==> src/mpe_pkg.sv <==
// ----------------------------------------------------------------------------
// mpe_pkg: shared types and constants of the multiset partition enumerator
// Sequencer states, configuration register indexes and field widths.
// ----------------------------------------------------------------------------
package mpe_pkg;

    localparam int COMP_BITS     = 2;
    localparam int COUNT_BITS    = 4;
    localparam int NUM_MULT_REGS = 4;
    localparam int CFG_IDX_BITS  = 3;
    localparam int CFG_DATA_BITS = 5;

    localparam logic [CFG_IDX_BITS-1:0] CFG_COMPONENT_COUNT = 3'd0;
    localparam logic [CFG_IDX_BITS-1:0] CFG_MAX_PARTS       = 3'd1;
    localparam logic [CFG_IDX_BITS-1:0] CFG_MULT_0          = 3'd2;
    localparam logic [CFG_IDX_BITS-1:0] CFG_MULT_1          = 3'd3;
    localparam logic [CFG_IDX_BITS-1:0] CFG_MULT_2          = 3'd4;
    localparam logic [CFG_IDX_BITS-1:0] CFG_MULT_3          = 3'd5;

    typedef enum logic [3:0] {
        ST_IDLE,
        ST_RS_PUSH,
        ST_M5_CHK,
        ST_M5_EV,
        ST_M2_START,
        ST_M2_RD,
        ST_M2_EV,
        ST_M2_END,
        ST_EM_HI,
        ST_EM_RD,
        ST_EM_ACC,
        ST_EM_OUT,
        ST_EX_OUT
    } mpe_state_t;

endpackage

==> src/multiset_partition_enumerator_core.sv <==
// ----------------------------------------------------------------------------
// multiset_partition_enumerator_core
// Steps through the partitions of a multiset (Algorithm M) one per transaction.
// ----------------------------------------------------------------------------
// A restart transaction latches the multiplicities, component count and part
// limit, and emits the first partition (one part). Each advance transaction
// forms the next partition and emits one result per part, with last_part on
// the final one; when no partition is left a single exhausted result comes
// out. All stack entries sit in one synchronous memory (one read, one write
// per cycle, read data registered), so the time an item costs grows with the
// stack entries the sequencer visits in the backtrack and copy passes and with
// the entries and parts it reads during emission. A restart writes one entry
// per component, and an advance that backs up and rebuilds many levels visits
// the most entries; a stalled result register holds the sequencer until free.
// Configuration writes are taken at any time, but must only be issued while
// the block is idle; they act at the next restart.
module multiset_partition_enumerator_core #(
    parameter int MAX_COMPONENTS = 4,
    parameter int MAX_PARTS      = 16,
    parameter int MULT_BITS      = 4
) (
    input  logic                             clk,
    input  logic                             rst_n,
    // configuration write channel
    input  logic                             cfg_valid,
    output logic                             cfg_ready,
    input  logic [mpe_pkg::CFG_IDX_BITS-1:0] cfg_index,
    input  logic [mpe_pkg::CFG_DATA_BITS-1:0] cfg_data,
    // input channel
    input  logic                             in_valid,
    output logic                             in_stall,
    input  logic                             restart,
    // result channel
    output logic                             out_valid,
    input  logic                             out_stall,
    output logic [3:0]                       part_index,
    output logic [3:0]                       count_0,
    output logic [3:0]                       count_1,
    output logic [3:0]                       count_2,
    output logic [3:0]                       count_3,
    output logic                             last_part,
    output logic                             exhausted
);
    import mpe_pkg::*;

    localparam int STACK_DEPTH = MAX_COMPONENTS * (MAX_PARTS + 1);
    localparam int AW  = $clog2(STACK_DEPTH);
    localparam int SW  = $clog2(STACK_DEPTH + 1);
    localparam int KW  = $clog2(2 * STACK_DEPTH + 1);
    localparam int LW  = $clog2(MAX_PARTS + 1);
    localparam int PW  = MULT_BITS + LW;
    localparam int MAX_M = (MAX_COMPONENTS < NUM_MULT_REGS) ? MAX_COMPONENTS
                                                            : NUM_MULT_REGS;

    typedef struct packed {
        logic [COMP_BITS-1:0] comp;
        logic [MULT_BITS-1:0] tot;
        logic [MULT_BITS-1:0] rem;
    } entry_t;

    // ---------------- configuration registers ----------------
    logic [2:0] component_count_reg;
    logic [4:0] max_parts_reg;
    logic [3:0] mult_reg [NUM_MULT_REGS];

    assign cfg_ready = 1'b1;

    always_ff @(posedge clk or negedge rst_n)
    begin
        if (!rst_n)
        begin
            component_count_reg <= 3'd1;
            max_parts_reg       <= 5'd0;
            for (int i = 0; i < NUM_MULT_REGS; i++)
            begin
                mult_reg[i] <= 4'd1;
            end
        end
        else if (cfg_valid && cfg_ready)
        begin
            unique case (cfg_index)
                CFG_COMPONENT_COUNT: component_count_reg <= cfg_data[2:0];
                CFG_MAX_PARTS:       max_parts_reg       <= cfg_data;
                CFG_MULT_0:          mult_reg[0]         <= cfg_data[3:0];
                CFG_MULT_1:          mult_reg[1]         <= cfg_data[3:0];
                CFG_MULT_2:          mult_reg[2]         <= cfg_data[3:0];
                CFG_MULT_3:          mult_reg[3]         <= cfg_data[3:0];
                default:             ;
            endcase
        end
    end

    // ---------------- stack memory ----------------
    entry_t          mem [STACK_DEPTH];
    entry_t          rd_data_reg;
    logic            mem_re;
    logic [AW-1:0]   mem_raddr;
    logic            mem_we;
    logic [AW-1:0]   mem_waddr;
    entry_t          mem_wdata;

    always_ff @(posedge clk)
    begin
        if (mem_we)
        begin
            mem[mem_waddr] <= mem_wdata;
        end
        if (mem_re)
        begin
            rd_data_reg <= mem[mem_raddr];
        end
    end

    // level bounds; one read address per cycle
    logic [SW-1:0]   level_start_reg [MAX_PARTS + 1];
    logic [LW-1:0]   ls_ridx;
    logic [SW-1:0]   ls_rdata;
    logic            ls_we;
    logic [LW-1:0]   ls_widx;
    logic [SW-1:0]   ls_wdata;
    logic            ls_init;

    assign ls_rdata = level_start_reg[ls_ridx];

    // ---------------- sequencer registers ----------------
    mpe_state_t      state_reg, state_next;
    logic            running_reg, running_next;
    logic [LW-1:0]   level_reg, level_next;
    logic [LW-1:0]   limit_reg, limit_next;
    logic [SW-1:0]   a_reg, a_next;
    logic [SW-1:0]   b_reg, b_next;
    logic [SW-1:0]   j_reg, j_next;
    logic [KW-1:0]   k_reg, k_next;
    logic            tail_reg, tail_next;
    logic [2:0]      m_reg, m_next;
    logic [2:0]      i_reg, i_next;
    logic [LW-1:0]   p_reg, p_next;
    logic [SW-1:0]   e_reg, e_next;
    logic [SW-1:0]   hi_reg, hi_next;
    logic [3:0]      acc_reg [4];
    logic [3:0]      acc_next [4];

    // result register
    logic            out_valid_reg, out_valid_next;
    logic [3:0]      out_index_reg, out_index_next;
    logic [3:0]      out_count_reg [4];
    logic [3:0]      out_count_next [4];
    logic            out_last_reg, out_last_next;
    logic            out_exh_reg, out_exh_next;
    logic            out_free;

    assign out_free = !out_valid_reg || !out_stall;

    // restart arithmetic: clamped component count, total, part limit
    logic [2:0]           m_calc;
    logic [5:0]           total_calc;
    logic [LW-1:0]        limit_calc;
    logic [MULT_BITS-1:0] y_sel;

    always_comb
    begin
        logic [MULT_BITS-1:0] y;
        logic [5:0]           r;
        m_calc = component_count_reg;
        if (m_calc < 3'd1)
        begin
            m_calc = 3'd1;
        end
        if (32'(m_calc) > MAX_M)
        begin
            m_calc = 3'(MAX_M);
        end
        total_calc = 6'd0;
        for (int i = 0; i < NUM_MULT_REGS; i++)
        begin
            y = MULT_BITS'(mult_reg[i]);
            if (y == '0)
            begin
                y = MULT_BITS'(1);
            end
            if (i < 32'(m_calc))
            begin
                total_calc = total_calc + 6'(y);
            end
        end
        r = 6'(max_parts_reg);
        if (r == 6'd0 || r > total_calc)
        begin
            r = total_calc;
        end
        if (32'(r) > MAX_PARTS)
        begin
            r = 6'(MAX_PARTS);
        end
        limit_calc = LW'(r);
        y_sel = MULT_BITS'(mult_reg[i_reg[1:0]]);
        if (y_sel == '0)
        begin
            y_sel = MULT_BITS'(1);
        end
    end

    // pruning product for the part-limit test
    logic [MULT_BITS-1:0] rem_dec;
    logic [PW-1:0]        prune_prod;
    logic [MULT_BITS-1:0] left_calc;

    assign rem_dec    = rd_data_reg.rem - MULT_BITS'(1);
    assign prune_prod = PW'(rem_dec) * PW'(limit_reg - level_reg);
    assign left_calc  = rd_data_reg.tot - rd_data_reg.rem;

    logic [SW-1:0] k_clamp;
    assign k_clamp = (k_reg > KW'(STACK_DEPTH)) ? SW'(STACK_DEPTH) : SW'(k_reg);

    assign in_stall = (state_reg != ST_IDLE);

    // ---------------- next state and datapath control ----------------
    always_comb
    begin
        logic tail_now;
        state_next     = state_reg;
        running_next   = running_reg;
        level_next     = level_reg;
        limit_next     = limit_reg;
        a_next         = a_reg;
        b_next         = b_reg;
        j_next         = j_reg;
        k_next         = k_reg;
        tail_next      = tail_reg;
        m_next         = m_reg;
        i_next         = i_reg;
        p_next         = p_reg;
        e_next         = e_reg;
        hi_next        = hi_reg;
        acc_next       = acc_reg;
        out_valid_next = out_valid_reg && out_stall;
        out_index_next = out_index_reg;
        out_count_next = out_count_reg;
        out_last_next  = out_last_reg;
        out_exh_next   = out_exh_reg;
        mem_re         = 1'b0;
        mem_raddr      = '0;
        mem_we         = 1'b0;
        mem_waddr      = '0;
        mem_wdata      = '0;
        ls_ridx        = '0;
        ls_we          = 1'b0;
        ls_widx        = '0;
        ls_wdata       = '0;
        ls_init        = 1'b0;
        tail_now       = 1'b0;

        unique case (state_reg)
            ST_IDLE:
            begin
                if (in_valid)
                begin
                    if (restart)
                    begin
                        m_next     = m_calc;
                        limit_next = limit_calc;
                        i_next     = 3'd0;
                        state_next = ST_RS_PUSH;
                    end
                    else if (!running_reg)
                    begin
                        state_next = ST_EX_OUT;
                    end
                    else
                    begin
                        j_next     = b_reg;
                        state_next = ST_M5_CHK;
                    end
                end
            end

            ST_RS_PUSH:
            begin
                // one whole-multiplicity entry per component
                mem_we         = 1'b1;
                mem_waddr      = AW'(i_reg);
                mem_wdata.comp = COMP_BITS'(i_reg);
                mem_wdata.tot  = y_sel;
                mem_wdata.rem  = y_sel;
                i_next         = i_reg + 3'd1;
                if (i_reg == m_reg - 3'd1)
                begin
                    ls_init      = 1'b1;
                    a_next       = '0;
                    b_next       = SW'(m_reg);
                    level_next   = '0;
                    running_next = 1'b1;
                    p_next       = '0;
                    e_next       = '0;
                    state_next   = ST_EM_HI;
                end
            end

            ST_M5_CHK:
            begin
                if (j_reg > a_reg)
                begin
                    j_next     = j_reg - SW'(1);
                    mem_re     = 1'b1;
                    mem_raddr  = AW'(j_reg - SW'(1));
                    state_next = ST_M5_EV;
                end
                else
                begin
                    state_next = ST_EX_OUT;
                end
            end

            ST_M5_EV:
            begin
                mem_we    = 1'b1;
                mem_waddr = j_reg[AW-1:0];
                mem_wdata = rd_data_reg;
                if (rd_data_reg.rem != '0)
                begin
                    mem_wdata.rem = rem_dec;
                    if (j_reg != a_reg || prune_prod >= PW'(rd_data_reg.tot))
                    begin
                        state_next = ST_M2_START;
                    end
                    else if (level_reg == '0)
                    begin
                        state_next = ST_EX_OUT;
                    end
                    else
                    begin
                        // back up one level and keep scanning
                        level_next = level_reg - LW'(1);
                        ls_ridx    = level_reg - LW'(1);
                        b_next     = a_reg;
                        a_next     = ls_rdata;
                        j_next     = a_reg;
                        state_next = ST_M5_CHK;
                    end
                end
                else
                begin
                    mem_wdata.rem = rd_data_reg.tot;
                    state_next    = ST_M5_CHK;
                end
            end

            ST_M2_START:
            begin
                j_next     = a_reg;
                k_next     = KW'(b_reg);
                tail_next  = 1'b0;
                state_next = ST_M2_RD;
            end

            ST_M2_RD:
            begin
                if (j_reg < b_reg)
                begin
                    mem_re     = 1'b1;
                    mem_raddr  = j_reg[AW-1:0];
                    state_next = ST_M2_EV;
                end
                else
                begin
                    state_next = ST_M2_END;
                end
            end

            ST_M2_EV:
            begin
                tail_now  = tail_reg || (left_calc < rd_data_reg.rem);
                tail_next = tail_now;
                mem_wdata.comp = rd_data_reg.comp;
                mem_wdata.tot  = left_calc;
                mem_wdata.rem  = tail_now ? left_calc : rd_data_reg.rem;
                mem_waddr      = k_reg[AW-1:0];
                if (!tail_now || left_calc != '0)
                begin
                    mem_we = (k_reg < KW'(STACK_DEPTH));
                    k_next = k_reg + KW'(1);
                end
                j_next     = j_reg + SW'(1);
                state_next = ST_M2_RD;
            end

            ST_M2_END:
            begin
                if (k_clamp == b_reg)
                begin
                    p_next     = '0;
                    e_next     = '0;
                    state_next = ST_EM_HI;
                end
                else if ((LW + 1)'(level_reg) + (LW + 1)'(1) >= (LW + 1)'(limit_reg) ||
                         (LW + 1)'(level_reg) + (LW + 1)'(2) > (LW + 1)'(MAX_PARTS))
                begin
                    j_next     = b_reg;
                    state_next = ST_M5_CHK;
                end
                else
                begin
                    // open a new level
                    a_next     = b_reg;
                    b_next     = k_clamp;
                    level_next = level_reg + LW'(1);
                    ls_we      = 1'b1;
                    ls_widx    = level_reg + LW'(2);
                    ls_wdata   = k_clamp;
                    state_next = ST_M2_START;
                end
            end

            ST_EM_HI:
            begin
                ls_ridx     = p_reg + LW'(1);
                hi_next     = ls_rdata;
                acc_next[0] = 4'd0;
                acc_next[1] = 4'd0;
                acc_next[2] = 4'd0;
                acc_next[3] = 4'd0;
                state_next  = ST_EM_RD;
            end

            ST_EM_RD:
            begin
                if (e_reg < hi_reg)
                begin
                    mem_re     = 1'b1;
                    mem_raddr  = e_reg[AW-1:0];
                    state_next = ST_EM_ACC;
                end
                else
                begin
                    state_next = ST_EM_OUT;
                end
            end

            ST_EM_ACC:
            begin
                acc_next[rd_data_reg.comp] = 4'(rd_data_reg.rem);
                e_next     = e_reg + SW'(1);
                state_next = ST_EM_RD;
            end

            ST_EM_OUT:
            begin
                if (out_free)
                begin
                    out_valid_next = 1'b1;
                    out_index_next = 4'(p_reg);
                    out_count_next = acc_reg;
                    out_last_next  = (p_reg == level_reg);
                    out_exh_next   = 1'b0;
                    if (p_reg == level_reg)
                    begin
                        state_next = ST_IDLE;
                    end
                    else
                    begin
                        p_next     = p_reg + LW'(1);
                        state_next = ST_EM_HI;
                    end
                end
            end

            ST_EX_OUT:
            begin
                if (out_free)
                begin
                    out_valid_next    = 1'b1;
                    out_index_next    = 4'd0;
                    out_count_next[0] = 4'd0;
                    out_count_next[1] = 4'd0;
                    out_count_next[2] = 4'd0;
                    out_count_next[3] = 4'd0;
                    out_last_next     = 1'b1;
                    out_exh_next      = 1'b1;
                    running_next      = 1'b0;
                    level_next        = '0;
                    state_next        = ST_IDLE;
                end
            end

            default:
            begin
                state_next = ST_IDLE;
            end
        endcase
    end

    // ---------------- registers ----------------
    always_ff @(posedge clk or negedge rst_n)
    begin
        if (!rst_n)
        begin
            state_reg     <= ST_IDLE;
            running_reg   <= 1'b0;
            level_reg     <= '0;
            limit_reg     <= '0;
            out_valid_reg <= 1'b0;
        end
        else
        begin
            state_reg     <= state_next;
            running_reg   <= running_next;
            level_reg     <= level_next;
            limit_reg     <= limit_next;
            out_valid_reg <= out_valid_next;
        end
    end

    always_ff @(posedge clk)
    begin
        a_reg         <= a_next;
        b_reg         <= b_next;
        j_reg         <= j_next;
        k_reg         <= k_next;
        tail_reg      <= tail_next;
        m_reg         <= m_next;
        i_reg         <= i_next;
        p_reg         <= p_next;
        e_reg         <= e_next;
        hi_reg        <= hi_next;
        acc_reg       <= acc_next;
        out_index_reg <= out_index_next;
        out_count_reg <= out_count_next;
        out_last_reg  <= out_last_next;
        out_exh_reg   <= out_exh_next;
        if (ls_init)
        begin
            level_start_reg[0] <= '0;
            level_start_reg[1] <= SW'(m_reg);
        end
        if (ls_we)
        begin
            level_start_reg[ls_widx] <= ls_wdata;
        end
    end

    // ---------------- result ports ----------------
    assign out_valid  = out_valid_reg;
    assign part_index = out_index_reg;
    assign count_0    = out_count_reg[0];
    assign count_1    = out_count_reg[1];
    assign count_2    = out_count_reg[2];
    assign count_3    = out_count_reg[3];
    assign last_part  = out_last_reg;
    assign exhausted  = out_exh_reg;

endmodule
==> config.mk <==
export PLATFORM = sky130hd
export DESIGN_NAME = multiset_partition_enumerator_core
export DESIGN_NICKNAME = d
export VERILOG_FILES = /design/src/mpe_pkg.sv /design/src/multiset_partition_enumerator_core.sv
export SDC_FILE = /design/constraint.sdc
export NUM_CORES = 2
export LEC_CHECK = 0
export BUFFER_PORTS_ARGS = -buffer_cell sky130_fd_sc_hd__buf_4
export CAP_MARGIN = 20
export CORE_UTILIZATION = 55
export CTS_BUF_LIST = sky130_fd_sc_hd__clkbuf_4 sky130_fd_sc_hd__clkbuf_8
export DETAILED_ROUTE_END_ITERATION = 16
export GPL_TIMING_DRIVEN = 1
export PLACE_DENSITY = 0.73
export SLEW_MARGIN = 20
export SYNTH_ARGS = -nofsm -noshare
export SYNTH_HDL_FRONTEND = slang
export SYNTH_SLANG_ARGS = --single-unit
==> constraint.sdc <==
create_clock -name clk -period 7.9 [get_ports clk]
set_clock_uncertainty 0.2 [all_clocks]
set_input_delay 1.185 -clock clk [delete_from_list [all_inputs] [get_ports clk]]
set_output_delay 1.185 -clock clk [all_outputs]
set_load 0.02 [all_outputs]
After elaboration in Yosys (flattened, before gate mapping)
Memory sizes are Yosys's and may differ from the RTL's. A register that Yosys moved wholly into a read port is not among the register bits. Index checks and enable logic that the tools add are counted.

Flip-flop bits (word level): 133. RAM bits: 799. Bits of input ports: 14. Output and inout port bits: 25. Memories: 2.

Add/sub/neg operators: 18. Multiply operators: 1. Magnitude comparators: 20. Equal/unequal tests: 38. Multiplexer cells: 130. Bitwise gates (word level): 2. Reduce and logical (&&, ||, !) cells: 55.

Memories: mem (depth 68, bits a word 10, read ports 1, clocked after memory_dff 1, wr ports 1, RTL line multiset_partition_enumerator_core.sv:94) `entry_t mem [STACK_DEPTH];`; level_start_reg (depth 17, bits a word 7, read ports 1, clocked after memory_dff 0, wr ports 2, RTL line multiset_partition_enumerator_core.sv:115) `logic [SW-1:0] level_start_reg [MAX_PARTS + 1];`.

Operators with widths (number): two-way mux 7 bit (27); one-hot mux 7 bit (3 select lines) (5); two-way mux 4 bit (24); two-way mux 5 bit (18); one-hot mux 16 bit (2 select lines) (2); one-hot mux 4 bit (11 select lines) (1); one-hot mux 7 bit (6 select lines) (1); inequality test 2 bit (second input constant) (17); two-way mux 16 bit (2); one-hot mux 10 bit (3 select lines) (1); logical NOT 4 bit (6); two-way mux 1 bit (24); two-way mux 6 bit (4); equality test 4 bit (second input constant) (5); one-hot mux 5 bit (4 select lines) (1); adder 6 x 4 -> 6 bit (3); bitwise mux 16 bit (1); equality test 4 x 3 -> 1 bit (second input constant) (4); one-hot mux 8 bit (2 select lines) (1); nonzero test 4 bit (4); two-way mux 3 bit (5); one-hot mux 5 bit (3 select lines) (1); AND reduction 3 bit (5); adder 7 x 1 -> 7 bit (second input constant) (2); other kinds (61) (100).

Logic depth before layout (Yosys ltp)
Word-level depth: 17. Gate-level depth with buffers: 26. Depth with buffers taken out: 24.

Worst setup path after synthesis
OpenSTA, ideal clock, no wires.

Path type: register -> register. Start point: register level_reg[2]. End point: register a_reg[2] (data pin). Library setup time: 132 ps. Arrival: 6112 ps. Required time: 7568 ps. Path slack: 1456 ps. Stages on the path, launching flop included: 26. Buffers on the path: 2. Path through: dfrtp_1 > clkbuf_1 > inv_1 > ha_1 > o21ai_0 > a21oi_1 > o21a_1 > or2_2 > nor2_1 > ha_1 > fa_1 > inv_1 > fa_1 > inv_1 > ha_1 > nor3b_1 > a2111oi_0 > o211ai_1 > nor4_4 > o21ai_4 > o32a_4 > and2_1 > buf_6 > a32o_1 > o41ai_2 > a22o_1.

Cells in the longest elaborated chain, start to end: 12. Elaborated cells between the ends (all ways): 15. Classes of those cells: 2 x add/sub; 1 x mul; 1 x order compare; 8 x mux; 2 x reduce/logical; 1 x memory.

Ends and longest elaborated chain: start: declaration (RTL line multiset_partition_enumerator_core.sv:128) `logic [LW-1:0] level_reg, level_next;`; start signal: assignment (RTL line multiset_partition_enumerator_core.sv:507) `level_reg <= level_next;`; subtractor 5 x 5 -> 6 bit (RTL line multiset_partition_enumerator_core.sv:209) `assign prune_prod = PW'(rem_dec) * PW'(limit_reg - level_reg);`; multiplier 5 x 6 -> 9 bit (RTL line multiset_partition_enumerator_core.sv:209); greater-or-equal comparator 9 x 4 -> 1 bit (RTL line multiset_partition_enumerator_core.sv:322) `if (j_reg != a_reg || prune_prod >= PW'(rd_data_reg.tot))`; logical OR 1 bit (RTL line multiset_partition_enumerator_core.sv:322); two-way mux 5 bit * (RTL line multiset_partition_enumerator_core.sv:322); two-way mux 5 bit * (RTL line multiset_partition_enumerator_core.sv:319) `if (rd_data_reg.rem != '0)`; one-hot mux 5 bit (2 select lines) * (RTL line multiset_partition_enumerator_core.sv:253) `unique case (state_reg)`; memory (17 x 7 bit) *; via ls_rdata[2] (RTL line multiset_partition_enumerator_core.sv:117) `logic [SW-1:0] ls_rdata;`; two-way mux 7 bit * (RTL line multiset_partition_enumerator_core.sv:326) `else if (level_reg == '0)`; two-way mux 7 bit * (RTL line multiset_partition_enumerator_core.sv:322); two-way mux 7 bit * (RTL line multiset_partition_enumerator_core.sv:319); one-hot mux 7 bit (3 select lines) * (RTL line multiset_partition_enumerator_core.sv:253); via a_next[2] (RTL line multiset_partition_enumerator_core.sv:130) `logic [SW-1:0] a_reg, a_next;`; end signal: assignment (RTL line multiset_partition_enumerator_core.sv:515) `a_reg <= a_next;`; end: declaration (RTL line multiset_partition_enumerator_core.sv:130).

Mark *: on every way through the listed nets, which the timed path passes. The rest lies on a longest branch. The select of a mux whose other input is x is not followed. A chain may end at the register's enable or synchronous reset.

Final worst setup path
Start point: register level_reg[1]. End point: register a_reg[6] (data pin).

Same word-level chain as after synthesis.

==> summary.txt <==
Yosys
  • Dominant cells by area after synthesis: edfxtp_1 63%, nand2_1 4.6%, ha_1 2.5%
  • Ys Warns: 0
  • Synth Cell Area: 43,200 sq um
  • Yosys top cell area share: a little over three fifths
  • Cells after Synth: approximately 3,400
  • Top_reg_cell synth: edfxtp_1
  • Async S/R FF share, synth: between 4 and 5%
  • Synth area leader: edfxtp_1
  • Library cells used by synthesis: 90
  • Syn avg cell area: approximately 13 sq um
  • Seq cells post-synth: roughly 950
  • Post-synthesis sequential area ratio: 65.6%
  • Synth top cells by count: 909 x edfxtp_1, 524 x nand2_1, 228 x nor2_1
  • Most common cell in the synthesized netlist: edfxtp_1
  • Number of flops mapped to enable cells by yosys: between 900 and 1,000
  • Syn_nets: 3,554

Clocking
  • Clock buffer depth: 3
  • Post-CTS resize count: 0
  • Root Buffer Master: clkbuf_8
  • Clock slew at reported path FFs: 70 ps
  • # hold bufs at CTS: 0
  • CTS tree: done
  • Postcts setup bufs: 0
  • CTS H-Tree Depth: 4
  • Total CTS buffers: between 150 and 200
  • Clock latency on the worst-skew pair: 840 ps
  • CTS sink cnt: ~950

Timing
  • Fin. Hold Viols: 0
  • Max Fclk: ~0.14 GHz
  • Period Utilization, post-route: roughly 91%
  • Final setup violating endpoints: 0
  • Max Slew Vio Count: 0
  • Worst-Margin Slew: between 1000 and 1500 ps
  • Fin Hold WS: between 150 and 200 ps
  • Max-slew headroom: a little over a fifth
  • Minimum clock period after layout: 7190 ps
  • RSZ-0062 raised after global routing: false
  • Setup tns final: 0 ps

Route
  • Total Wirelength: between 100,000 and 150,000 um
  • First drt pass iteration count: 9
  • Vias per cell: approximately 6.4
  • WL/cell: around 26 um
  • Detailed-route via count: between 20,000 and 30,000
  • DRC: 0
  • DRT iter0 DRCs: ~3,400
  • Post-route ant nets: 0

Worst setup path
  • Buffers and inverters on the worst path: 3
  • Crit Path Category: reg2reg
  • Cell breakdown of the critical path: inv_1, fa_1, a21o_1, a21oi_1, xor2_1, nor2_1, ha_1, fa_1, inv_1, fa_1, inv_1, ha_1, nor3b_1, a2111oi_0, o211ai_1, nor4_4, o211ai_1, o2bb2ai_1, and2_1, and3_1, o41ai_2, a22o_1
  • Cell family with most CP delay: compound AO/OA/AOI/OAI gates
  • Peak per-stage delay on the critical path: ~580 ps
  • Worst path arrival time: 7550 ps
  • CP startpoint kind: register
  • Crit path required time: ~8300 ps
  • CP max-delay cell: o2bb2ai_1
  • Worst setup EP type: register
  • Crit path max fanout: 8

Die
  • Num rows: 102
  • Initial Util: between 50% and 60%
  • Die Area: 79,600 sq um
  • Ports: 39
  • Core ar.: 77,600 sq um
  • Chip Width: 282 um
  • Die height: ~280 um

Cells and area
  • Max FFs per register: 680
  • Layout cells sized above 1: between 10% and 20%
  • Fillers: 6,083
  • Nets: 3,596
  • Post-layout util: about three fifths
  • Area growth from synthesis to layout: 10.4%

Global route
  • First-pass GRT wire length: roughly 180,000 um
  • GRT Residual Overflow: 0
  • Pin count of the biggest net entering global routing: 86
  • Vias in the first global route: about 28,000
  • GRT Overall Usage: between 30% and 40%
  • Initial antenna violation count: 3

Place
  • Routability Congestion: between 0.9 and 1
  • Dpl hpwl: 77,300 um
  • Port buffer count: 37

Power
  • Peak supply drop: around 320 uV
  • P per Cell Area: 411 nW/um^2
  • Lkg Pwr: about 0.017 uW

Job
  • Max-cap violations: 0

Run status
  • Status: finished, final reports clean

Min path
  • Worst hold path class: in2async
==> power breakdown <==
part / internal [uW] / total (uW) / switching [uW] / leakage [uW]
Combinational: 2860 / 8690 / 5830 / 0.00643
Sequential: 6310 / 6730 / 420 / 0.00865
Clock: 2220 / 4180 / 1960 / 0.00158
==> metal layers <==
layer  part of all wire [%]  routed length [um]  GRT usage (%)
met1                     39               46200           39.8
met2                     47               55700           47.5
met3                     10               12400           7.51
met4                    4.3                5150           12.9
met5                  0.010                  12              0
==> through the flow <==
| stage | power (uW) | cell area (sq um) | instances | setup slack, ps |
|---|---|---|---|---|
| detailed placement | 15400 | 44600 | 4361 | 717 |
| finish | 19600 | 47600 | 4642 | 710 |
| global route | 20500 | 47600 | 4641 | 272 |
| floorplan | 12500 | 43200 | 3438 | 1460 |
| global placement | 15200 | 44600 | 4360 | 936 |
| CTS | 19500 | 47600 | 4636 | 703 |
==> area by class of cell <==
type | count | area (sq um) | share of cell area [%]
flip-flops and latches | 949 | 28300 | 59.4
well taps | 1040 | 1300 | 2.73
multi-input cells | 2185 | 13900 | 29.1
repair buffers | 110 | 876 | 1.84
diodes | 2 | 5.00 | 0.0105
clock inverters | 69 | 467 | 0.980
clock buffers | 206 | 2520 | 5.29
inverters | 81 | 304 | 0.638
==> worst register-to-register path: cells and delay by family, from the launching register on <==
family	cells	cell delay, ps
AO/OA/AOI/OAI	8	2250
adder cells (fa/ha/maj)	5	2160
AND/OR/NAND/NOR	5	1200
flip-flops	1	510
buffers and inverters	3	340
XOR/XNOR	1	280
==> cells by family after synthesis <==
kind of cell	count (synthesis)	synth area share, %
compound gates	658	10.9
xor+xnor	65	1.32
fa+ha+maj	102	3.22
buf+inv	304	2.77
flops	949	65.6
mux	122	3.12
other cells	1	0.00869
simple gates	1237	13.1
==> worst paths after layout <==
kind / from / to / slack (ps) / cells after the start
worst max-delay path: level_reg[1]$_DFFE_PN0P_ / a_reg[6]$_DFFE_PP_ / 710 / 22
worst min-delay path: rst_n / max_parts_reg[4]$_DFFE_PN0P_ / 170 / 1
worst max register to register: level_reg[1]$_DFFE_PN0P_ / a_reg[6]$_DFFE_PP_ / 710 / 22
worst min register to register: component_count_reg[0]$_DFFE_PN1P_ / component_count_reg[0]$_DFFE_PN1P_ / 320 / 2
max in group asynchronous: rst_n / limit_reg[0]$_DFFE_PN0P_ / 6910 / 1
min in group clk: component_count_reg[0]$_DFFE_PN1P_ / component_count_reg[0]$_DFFE_PN1P_ / 320 / 2
==> cell usage in the layout, fill, tap and decap left out, types with 14 or more instances in the layout <==
cell and n:
nand2_1 518, buf_4 106, xor2_1 27, a21o_1 15, fa_1 15, nor2b_1 24
a31oi_1 84, dfrtp_1 35, nor3_1 39, and3_1 119, a211oi_1 112, clkbuf_4 50
clkinv_1 36, a311oi_1 34, or2_2 19, nand4_1 14, inv_1 80, nand3_1 171
a21oi_1 77, clkbuf_8 156, ha_1 87, o21a_1 21, and2_1 34, nor2_1 220
mux2i_1 67, o21ai_0 101, o22ai_1 48, clkinv_2 19, edfxtp_1 909, mux2_2 50
xnor2_1 38, nand2b_1 20
Note: power is estimated with default switching activity, not from simulation.
